$ cat src/rtl/kpg_pkg.sv
package kpg_pkg;

   localparam int CFG_W  = 5;
   localparam int ELEM_W = 4;
   localparam int POS_W  = 4;
   localparam int REQ_W  = 8;
   localparam int RSP_W  = 8;

   localparam logic [0:0] REG_POOL_SIZE   = 1'b0;
   localparam logic [0:0] REG_PERM_LENGTH = 1'b1;

   localparam logic [CFG_W-1:0] POOL_SIZE_RST   = 5'd4;
   localparam logic [CFG_W-1:0] PERM_LENGTH_RST = 5'd4;

   typedef struct packed {
      logic clear;
      logic wr_en;
      logic rd_en;
   } mem_ctl_type;

endpackage

$ cat src/rtl/kpg_ram.sv
module kpg_ram #(
   parameter int WIDTH = 4,
   parameter int DEPTH = 16
) (
   input  logic                     clock,
   input  logic                     wr_en,
   input  logic [$clog2(DEPTH)-1:0] wr_addr,
   input  logic [WIDTH-1:0]         wr_data,
   input  logic                     rd_en,
   input  logic [$clog2(DEPTH)-1:0] rd_addr,
   output logic [WIDTH-1:0]         rd_data
);

   logic [WIDTH-1:0] mem_ff [DEPTH];
   logic [WIDTH-1:0] rd_data_ff;

   always_ff @(posedge clock) begin
      if (wr_en) begin
         mem_ff[wr_addr] <= wr_data;
      end
      if (rd_en) begin
         rd_data_ff <= mem_ff[rd_addr];
      end
   end

   assign rd_data = rd_data_ff;

endmodule

$ cat src/rtl/kpg_store.sv
module kpg_store #(
   parameter int WIDTH = 4,
   parameter int DEPTH = 16
) (
   input  logic                     clock,
   input  logic                     reset,
   input  kpg_pkg::mem_ctl_type     ctl,
   input  logic [$clog2(DEPTH)-1:0] wr_addr,
   input  logic [WIDTH-1:0]         wr_data,
   input  logic [$clog2(DEPTH)-1:0] rd_addr,
   input  logic [WIDTH-1:0]         rd_init,
   output logic [WIDTH-1:0]         rd_data
);

   logic [DEPTH-1:0] valid_ff;
   logic             rd_valid_ff;
   logic             fwd_hit_ff;
   logic [WIDTH-1:0] fwd_data_ff;
   logic [WIDTH-1:0] init_ff;
   logic [WIDTH-1:0] ram_q;
   logic             fwd_hit;

   kpg_ram #(
      .WIDTH(WIDTH),
      .DEPTH(DEPTH)
   ) u_ram (
      .clock  (clock),
      .wr_en  (ctl.wr_en),
      .wr_addr(wr_addr),
      .wr_data(wr_data),
      .rd_en  (ctl.rd_en),
      .rd_addr(rd_addr),
      .rd_data(ram_q)
   );

   assign fwd_hit = ctl.wr_en && (wr_addr == rd_addr);

   always_ff @(posedge clock) begin
      if (reset || ctl.clear) begin
         valid_ff <= '0;
      end else if (ctl.wr_en) begin
         valid_ff[wr_addr] <= 1'b1;
      end
   end

   always_ff @(posedge clock) begin
      if (reset) begin
         rd_valid_ff <= 1'b0;
         fwd_hit_ff  <= 1'b0;
      end else if (ctl.rd_en) begin
         rd_valid_ff <= valid_ff[rd_addr];
         fwd_hit_ff  <= fwd_hit;
      end
   end

   always_ff @(posedge clock) begin
      if (ctl.rd_en) begin
         fwd_data_ff <= wr_data;
         init_ff     <= rd_init;
      end
   end

   assign rd_data = fwd_hit_ff  ? fwd_data_ff :
                    rd_valid_ff ? ram_q       : init_ff;

endmodule

$ cat src/rtl/k_permutation_generator.sv
// Flow: after a (re)start the first permutation is read out of the index array and sent as
// it stands; when the run is already over, the exhausted result is sent instead.
// Next permutation: each counter level is read and checked, a carry rotates the tail at level i
// (at level n - 1 no write), then the swap, then each index is read out once the output is free.
// One request in work at a time. Synchronous reset: pool_size and perm_length to 4,
// enumeration restarted; array contents take their start values through valid bits.
module k_permutation_generator #(
   parameter int MAX_POOL = 16
) (
   input  logic                       clock,
   input  logic                       reset,
   input  logic                       req_tvalid,
   output logic                       req_tready,
   input  logic [kpg_pkg::REQ_W-1:0]  req_tdata,   // [0] restart, [7:1] zero
   output logic                       rsp_tvalid,
   input  logic                       rsp_tready,
   output logic [kpg_pkg::RSP_W-1:0]  rsp_tdata,   // [3:0] element_index, [7:4] position
   output logic                       rsp_tlast,
   output logic                       rsp_tuser,   // [0] exhausted
   input  logic                       csr_wen,
   input  logic [0:0]                 csr_addr,
   input  logic [kpg_pkg::CFG_W-1:0]  csr_wdata
);

   localparam int IW = $clog2(MAX_POOL);
   localparam int NW = $clog2(MAX_POOL + 1);
   localparam int CW = (NW > kpg_pkg::CFG_W) ? NW : kpg_pkg::CFG_W;

   localparam logic [3:0] S_IDLE   = 4'd0;
   localparam logic [3:0] S_CRD    = 4'd1;
   localparam logic [3:0] S_CCHK   = 4'd2;
   localparam logic [3:0] S_RSTART = 4'd3;
   localparam logic [3:0] S_RFIRST = 4'd4;
   localparam logic [3:0] S_RMOVE  = 4'd5;
   localparam logic [3:0] S_RLAST  = 4'd6;
   localparam logic [3:0] S_SRDA   = 4'd7;
   localparam logic [3:0] S_SRDB   = 4'd8;
   localparam logic [3:0] S_SWRA   = 4'd9;
   localparam logic [3:0] S_SWRB   = 4'd10;
   localparam logic [3:0] S_EMIT   = 4'd11;
   localparam logic [3:0] S_EXH    = 4'd12;

   logic [kpg_pkg::CFG_W-1:0] pool_size_ff,   pool_size_in;
   logic [kpg_pkg::CFG_W-1:0] perm_length_ff, perm_length_in;
   logic [3:0]                state_ff,       state_in;
   logic [IW-1:0]             i_ff,           i_in;
   logic [IW-1:0]             j_ff,           j_in;
   logic [NW-1:0]             ptr_ff,         ptr_in;
   logic [IW-1:0]             tmp_ff,         tmp_in;
   logic [IW-1:0]             em_ptr_ff,      em_ptr_in;
   logic [IW-1:0]             em_pos_ff,      em_pos_in;
   logic                      inflight_ff,    inflight_in;
   logic                      first_ff,       first_in;
   logic                      fin_run_ff,     fin_run_in;
   logic                      rsp_tvalid_ff,  rsp_tvalid_in;
   logic [kpg_pkg::RSP_W-1:0] rsp_tdata_ff,   rsp_tdata_in;
   logic                      rsp_tlast_ff,   rsp_tlast_in;
   logic                      rsp_tuser_ff,   rsp_tuser_in;

   logic [CW-1:0]  pool_ext;
   logic [CW-1:0]  n_full;
   logic [NW-1:0]  n;
   logic           bad_cfg;
   logic           out_free;
   logic           em_last;
   logic           restart;
   logic           eff_fin;
   logic           eff_first;
   logic [NW-1:0]  cnt_dec;

   kpg_pkg::mem_ctl_type idx_ctl;
   logic [IW-1:0]        idx_wr_addr;
   logic [IW-1:0]        idx_wr_data;
   logic [IW-1:0]        idx_rd_addr;
   logic [IW-1:0]        idx_q;

   kpg_pkg::mem_ctl_type cnt_ctl;
   logic [IW-1:0]        cnt_wr_addr;
   logic [NW-1:0]        cnt_wr_data;
   logic [IW-1:0]        cnt_rd_addr;
   logic [NW-1:0]        cnt_init;
   logic [NW-1:0]        cnt_q;

   assign pool_ext = CW'(pool_size_ff);
   assign n_full   = (pool_ext > CW'(MAX_POOL)) ? CW'(MAX_POOL) : pool_ext;
   assign n        = NW'(n_full);
   assign bad_cfg  = (perm_length_ff == '0) || (CW'(perm_length_ff) > n_full);
   assign out_free = !rsp_tvalid_ff || rsp_tready;
   assign em_last  = ((CW'(em_pos_ff) + CW'(1)) == CW'(perm_length_ff));
   assign restart  = req_tdata[0];
   assign eff_fin  = bad_cfg || (!restart && fin_run_ff);
   assign eff_first = restart || first_ff;
   assign cnt_dec  = cnt_q - NW'(1);
   assign cnt_init = (CW'(cnt_rd_addr) < CW'(perm_length_ff)) ?
                     NW'(n - NW'(cnt_rd_addr)) : '0;

   assign req_tready = (state_ff == S_IDLE);

   kpg_store #(
      .WIDTH(IW),
      .DEPTH(MAX_POOL)
   ) u_idx (
      .clock  (clock),
      .reset  (reset),
      .ctl    (idx_ctl),
      .wr_addr(idx_wr_addr),
      .wr_data(idx_wr_data),
      .rd_addr(idx_rd_addr),
      .rd_init(idx_rd_addr),
      .rd_data(idx_q)
   );

   kpg_store #(
      .WIDTH(NW),
      .DEPTH(MAX_POOL)
   ) u_cnt (
      .clock  (clock),
      .reset  (reset),
      .ctl    (cnt_ctl),
      .wr_addr(cnt_wr_addr),
      .wr_data(cnt_wr_data),
      .rd_addr(cnt_rd_addr),
      .rd_init(cnt_init),
      .rd_data(cnt_q)
   );

   always_comb begin
      pool_size_in   = pool_size_ff;
      perm_length_in = perm_length_ff;
      state_in       = state_ff;
      i_in           = i_ff;
      j_in           = j_ff;
      ptr_in         = ptr_ff;
      tmp_in         = tmp_ff;
      em_ptr_in      = em_ptr_ff;
      em_pos_in      = em_pos_ff;
      inflight_in    = inflight_ff;
      first_in       = first_ff;
      fin_run_in     = fin_run_ff;
      rsp_tvalid_in  = rsp_tvalid_ff && !rsp_tready;
      rsp_tdata_in   = rsp_tdata_ff;
      rsp_tlast_in   = rsp_tlast_ff;
      rsp_tuser_in   = rsp_tuser_ff;
      idx_ctl        = '0;
      idx_wr_addr    = '0;
      idx_wr_data    = '0;
      idx_rd_addr    = '0;
      cnt_ctl        = '0;
      cnt_wr_addr    = '0;
      cnt_wr_data    = '0;
      cnt_rd_addr    = '0;

      case (state_ff)
         S_IDLE: begin
            if (req_tvalid) begin
               if (restart) begin
                  idx_ctl.clear = 1'b1;
                  cnt_ctl.clear = 1'b1;
                  fin_run_in    = 1'b0;
                  first_in      = 1'b1;
               end
               i_in        = IW'(perm_length_ff - kpg_pkg::CFG_W'(1));
               em_ptr_in   = '0;
               inflight_in = 1'b0;
               if (eff_fin) begin
                  state_in = S_EXH;
               end else if (eff_first) begin
                  first_in = 1'b0;
                  state_in = S_EMIT;
               end else begin
                  state_in = S_CRD;
               end
            end
         end
         S_CRD: begin
            cnt_ctl.rd_en = 1'b1;
            cnt_rd_addr   = i_ff;
            state_in      = S_CCHK;
         end
         S_CCHK: begin
            if (cnt_q == '0) begin
               fin_run_in = 1'b1;
               state_in   = S_EXH;
            end else if (cnt_dec != '0) begin
               cnt_ctl.wr_en = 1'b1;
               cnt_wr_addr   = i_ff;
               cnt_wr_data   = cnt_dec;
               j_in          = IW'(n - cnt_dec);
               state_in      = S_SRDA;
            end else begin
               cnt_ctl.wr_en = 1'b1;
               cnt_wr_addr   = i_ff;
               cnt_wr_data   = NW'(n - NW'(i_ff));
               if (i_ff == '0) begin
                  fin_run_in = 1'b1;
                  state_in   = S_EXH;
               end else begin
                  state_in = S_RSTART;
               end
            end
         end
         S_RSTART: begin
            idx_ctl.rd_en = 1'b1;
            idx_rd_addr   = i_ff;
            ptr_in        = NW'(i_ff) + NW'(1);
            state_in      = S_RFIRST;
         end
         S_RFIRST: begin
            tmp_in = idx_q;
            if (ptr_ff < n) begin
               idx_ctl.rd_en = 1'b1;
               idx_rd_addr   = IW'(ptr_ff);
               ptr_in        = ptr_ff + NW'(1);
               state_in      = S_RMOVE;
            end else begin
               i_in     = i_ff - IW'(1);
               state_in = S_CRD;
            end
         end
         S_RMOVE: begin
            idx_ctl.wr_en = 1'b1;
            idx_wr_addr   = IW'(ptr_ff - NW'(2));
            idx_wr_data   = idx_q;
            if (ptr_ff < n) begin
               idx_ctl.rd_en = 1'b1;
               idx_rd_addr   = IW'(ptr_ff);
               ptr_in        = ptr_ff + NW'(1);
            end else begin
               state_in = S_RLAST;
            end
         end
         S_RLAST: begin
            idx_ctl.wr_en = 1'b1;
            idx_wr_addr   = IW'(n - NW'(1));
            idx_wr_data   = tmp_ff;
            i_in          = i_ff - IW'(1);
            state_in      = S_CRD;
         end
         S_SRDA: begin
            idx_ctl.rd_en = 1'b1;
            idx_rd_addr   = i_ff;
            state_in      = S_SRDB;
         end
         S_SRDB: begin
            tmp_in        = idx_q;
            idx_ctl.rd_en = 1'b1;
            idx_rd_addr   = j_ff;
            state_in      = S_SWRA;
         end
         S_SWRA: begin
            idx_ctl.wr_en = 1'b1;
            idx_wr_addr   = i_ff;
            idx_wr_data   = idx_q;
            state_in      = S_SWRB;
         end
         S_SWRB: begin
            idx_ctl.wr_en = 1'b1;
            idx_wr_addr   = j_ff;
            idx_wr_data   = tmp_ff;
            em_ptr_in     = '0;
            inflight_in   = 1'b0;
            state_in      = S_EMIT;
         end
         S_EMIT: begin
            if (inflight_ff) begin
               rsp_tvalid_in = 1'b1;
               rsp_tdata_in  = {kpg_pkg::POS_W'(em_pos_ff), kpg_pkg::ELEM_W'(idx_q)};
               rsp_tlast_in  = em_last;
               rsp_tuser_in  = 1'b0;
               inflight_in   = 1'b0;
               if (em_last) begin
                  state_in = S_IDLE;
               end
            end else if (out_free) begin
               idx_ctl.rd_en = 1'b1;
               idx_rd_addr   = em_ptr_ff;
               em_pos_in     = em_ptr_ff;
               em_ptr_in     = em_ptr_ff + IW'(1);
               inflight_in   = 1'b1;
            end
         end
         S_EXH: begin
            if (out_free) begin
               rsp_tvalid_in = 1'b1;
               rsp_tdata_in  = '0;
               rsp_tlast_in  = 1'b1;
               rsp_tuser_in  = 1'b1;
               state_in      = S_IDLE;
            end
         end
         default: begin
            state_in = S_IDLE;
         end
      endcase

      if (csr_wen) begin
         case (csr_addr)
            kpg_pkg::REG_POOL_SIZE:   pool_size_in   = csr_wdata;
            kpg_pkg::REG_PERM_LENGTH: perm_length_in = csr_wdata;
            default: begin
            end
         endcase
         idx_ctl.clear = 1'b1;
         cnt_ctl.clear = 1'b1;
         first_in      = 1'b1;
         fin_run_in    = 1'b0;
      end
   end

   always_ff @(posedge clock) begin
      if (reset) begin
         pool_size_ff   <= kpg_pkg::POOL_SIZE_RST;
         perm_length_ff <= kpg_pkg::PERM_LENGTH_RST;
         state_ff       <= S_IDLE;
         inflight_ff    <= 1'b0;
         first_ff       <= 1'b1;
         fin_run_ff     <= 1'b0;
         rsp_tvalid_ff  <= 1'b0;
      end else begin
         pool_size_ff   <= pool_size_in;
         perm_length_ff <= perm_length_in;
         state_ff       <= state_in;
         inflight_ff    <= inflight_in;
         first_ff       <= first_in;
         fin_run_ff     <= fin_run_in;
         rsp_tvalid_ff  <= rsp_tvalid_in;
      end
   end

   always_ff @(posedge clock) begin
      i_ff         <= i_in;
      j_ff         <= j_in;
      ptr_ff       <= ptr_in;
      tmp_ff       <= tmp_in;
      em_ptr_ff    <= em_ptr_in;
      em_pos_ff    <= em_pos_in;
      rsp_tdata_ff <= rsp_tdata_in;
      rsp_tlast_ff <= rsp_tlast_in;
      rsp_tuser_ff <= rsp_tuser_in;
   end

   assign rsp_tvalid = rsp_tvalid_ff;
   assign rsp_tdata  = rsp_tdata_ff;
   assign rsp_tlast  = rsp_tlast_ff;
   assign rsp_tuser  = rsp_tuser_ff;

endmodule

$ cat config.mk
export PLATFORM = sky130hd
export DESIGN_NAME = k_permutation_generator
export DESIGN_NICKNAME = d
export VERILOG_FILES = /design/src/rtl/kpg_pkg.sv /design/src/rtl/kpg_ram.sv /design/src/rtl/kpg_store.sv /design/src/rtl/k_permutation_generator.sv
export SDC_FILE = /design/constraint.sdc
export NUM_CORES = 1
export LEC_CHECK = 0
export ABC_CLOCK_PERIOD_IN_PS = 2900
export BUFFER_PORTS_ARGS = -buffer_cell sky130_fd_sc_hd__buf_4
export CAP_MARGIN = 20
export CORE_ASPECT_RATIO = 0.9
export CORE_UTILIZATION = 56
export DETAILED_ROUTE_END_ITERATION = 16
export GPL_TIMING_DRIVEN = 0
export PLACE_DENSITY = 0.75
export SYNTH_ARGS = -nofsm -noshare
export SYNTH_HDL_FRONTEND = slang
export SYNTH_SLANG_ARGS = --single-unit
$ cat constraint.sdc
create_clock -name clock -period 2.9 [get_ports clock]
set_input_delay 0.58 -clock clock [delete_from_list [all_inputs] [get_ports clock]]
set_output_delay 0.58 -clock clock [all_outputs]
set_load 0.02 [all_outputs]
==> impl_metrics.env <==
export IMPL_numCtsBuffers=27
export IMPL_yosysUniqueCellTypes=70
export IMPL_synth_top_area_frac=0.5130
export IMPL_crit_fanout=12
export IMPL_finalHoldViolCount=0
export IMPL_synth_ff_type="edfxtp_1"
export IMPL_setup_slack_ns=0.05768
export IMPL_vias=8503
export IMPL_antennaDiodeCount=0
export IMPL_ant_nets=0
export IMPL_via_per_inst=6.198
export IMPL_leakage_nw=5.164
export IMPL_clock_sinks=260
export IMPL_htreeDepth=1
export IMPL_pwr_density_cell_mw_per_mm2=916.9
export IMPL_synth_edff_count=206
export IMPL_core_area_mm2=0.02096
export IMPL_synth_area_top_cells="edfxtp_1 51%, dfxtp_1 9.0%, mux2i_1 6.2%"
export IMPL_place_port_buffers=22
export IMPL_rows=50
export IMPL_start_kind="flip-flop"
export IMPL_grt_usage=0.2643
export IMPL_final_net_count=1120
export IMPL_netlist_instances=980
export IMPL_grt_overflow=0
export IMPL_grt_max_degree=25
export IMPL_drc=0
export IMPL_dp_slack_ns=-0.7988
export IMPL_synth_seq_area_share=0.6026
export IMPL_postSynthAreaPerCell_um2=12.31
export IMPL_cts_root_buffer="clkbuf_16"
export IMPL_grt_pass1_wl_um=44170
export IMPL_skew_ns=0.01052
export IMPL_final_cell_mix="206 x edfxtp_1, 79 x nand2_1, 74 x mux2i_1"
export IMPL_fp_dieW_um=156.7
export IMPL_cts_buffer_depth=3
export IMPL_drt_iter0_markers=976
export IMPL_dr_pass1_iters=5
export IMPL_place_congestion=0.9084
export IMPL_num_io_pins=31
export IMPL_post_route_min_period_ns=2.842
export IMPL_layout_commonest_cell="edfxtp_1"
export IMPL_fillers=1445
export IMPL_power_mw=13.02
export IMPL_wire_per_inst_um=21.45
export IMPL_antenna_found_initial=0
export IMPL_postPlaceCellArea_mm2=0.01268
export IMPL_max_cap_violations=0
export IMPL_cts_tree="built"
export IMPL_fin_tns_setup_ns=0
export IMPL_min_path_type="input port to flip-flop"
export IMPL_fmax_mhz=351.8
export IMPL_irDropWorstVdd_v=0.0004029
export IMPL_worst_pin_slew_ns=0.9150
export IMPL_syn_cell_area_mm2=0.01206
export IMPL_clock_latency_ns=0.53
export IMPL_rsz0062_at_grt="true"
export IMPL_syn_nets=1033
export IMPL_setup_violations_final=0
export IMPL_wirelength_um=29430
export IMPL_critPathKind="flip-flop to flip-flop"
export IMPL_fin_area_mm2=0.01420
export IMPL_drv_slew=0
export IMPL_postSynth_asyncResetShare=0
export IMPL_die_area_mm2=0.02213
export IMPL_status="finished, final reports clean"
export IMPL_synth_seq_cells=260
export IMPL_cp_arrival_ns=3.21
export IMPL_yosys_area_top_type="edfxtp_1"
export IMPL_worstSetupEndpointType="flip-flop"
export IMPL_relSlewSlack=0.3848
export IMPL_initial_utilization=0.5754
export IMPL_timing_final_crit_share=0.9801
export IMPL_required_ns=3.26
export IMPL_dp_hpwl_um=19970
export IMPL_ys_warn_count=0
export IMPL_die_height_um=141.2
export IMPL_clk_pin_slew_ns=0.06
export IMPL_area_growth_pct=17.74
export IMPL_layout_drive_gt1_share=0.1768
export IMPL_fin_util=0.6775
export IMPL_grt_pass1_vias=7901
-- through the flow --
stage | std cells | hold WS [ns]
global placement | 1288 | 0.4448
floorplan | 980 | 0.4330
global route | 1372 | 0.3054
detailed placement | 1300 | 0.4527
CTS | 1354 | 0.2815
finish | 1372 | 0.2963
-- registers in the layout, indices dropped and copies added (netlist names), 4 cells and up --
signal,flops
u_cnt.u_ram.mem_ff,80
u_idx.u_ram.mem_ff,64
u_cnt.valid_ff,16
u_idx.valid_ff,16
rsp_tdata,8
perm_length_ff,5
pool_ext,5
ptr_ff,5
u_cnt.fwd_data_ff,5
u_cnt.init_ff,5
u_cnt.u_ram.rd_data,5
em_pos_ff,4
em_ptr_ff,4
i_ff,4
j_ff,4
state_ff,4
tmp_ff,4
u_idx.fwd_data_ff,4
u_idx.init_ff,4
u_idx.u_ram.rd_data,4
-- logic make-up after synthesis --
| logic type | Yosys count | share of synthesized area |
|---|---|---|
| adders and majority gates | 34 | 0.03714 |
| buffers and inverters | 93 | 0.03216 |
| xor gates and xnor gates | 25 | 0.01878 |
| AOI/OAI and AO/OA | 228 | 0.1307 |
| DFF | 260 | 0.6026 |
| and+or+nand+nor | 255 | 0.1048 |
| muxes | 85 | 0.07377 |
-- power breakdown --
| group | total, mW | internal, mW | switching [mW] | leakage (nW) |
|---|---|---|---|---|
| sequential | 4.97 | 4.75 | 0.218 | 2.34 |
| combinational | 4.53 | 1.65 | 2.88 | 2.37 |
| clock | 3.52 | 2.13 | 1.39 | 0.451 |
| total | 13.0 | 8.53 | 4.49 | 5.16 |
-- path summary, 6_finish.rpt --
check,start,endpoint,slack [ns],cells past startpoint
setup reg to reg,i_ff[1],u_cnt.u_ram.mem_ff[9][3],0.06,10
hold / removal,csr_wdata[4],pool_ext[4],0.30,3
setup / recovery,i_ff[1],u_cnt.u_ram.mem_ff[9][3],0.06,10
hold reg to reg,u_cnt.valid_ff[8],u_cnt.valid_ff[8],0.46,1
-- layer usage --
layer	wire, um	vias up	track usage
li1	-	3901	-
met1	13100	4095	0.3943
met2	12990	429	0.3912
met3	2523	78	0.04796
met4	820	0	0.08514
met5	0	-	0
-- worst max-delay path, stage by stage, from the launching register on --
cell and delay [ns]:
edfxtp_1 0.44, clkbuf_4 0.28, clkinv_2 0.17, clkbuf_4 0.26, ha_1 0.31, a21o_1 0.15
a21oi_1 0.19, xnor2_1 0.18, nand4_1 0.20, a21oi_4 0.26, buf_4 0.24
-- what timing repair did --
action	4_1_cts	5_1_grt
gates cloned	0	0
endpoints found under the setup margin	235	165
endpoints found under the hold margin	0	0
hold buffers	0	0
buffers inserted	7	12
pin swaps	5	10
gates resized for setup	55	49
-- cells in the mapped netlist (14+ instances only) --
master,n
ha_1,31
mux2i_1,75
xnor2_1,14
nand2_1,81
o221ai_1,14
o21ai_0,32
o211ai_1,14
nor3_1,18
dfxtp_1,54
clkbuf_1,34
a21oi_1,54
nor2_1,64
edfxtp_1,206
inv_1,37
o21a_1,35
-- layout make-up --
cell class	instances	area, um2	share of cell area
Sequential cell	260	7271	0.5121
Multi-Input combinational cell	627	4742	0.3340
Clock buffer	33	728.2	0.05129
Timing Repair Buffer	59	467.9	0.03296
Tap cell	286	357.8	0.02520
Buffer	52	295.3	0.02080
Clock inverter	15	182.7	0.01287
Inverter	40	153.9	0.01084
Power figures use the tool's default switching activity.
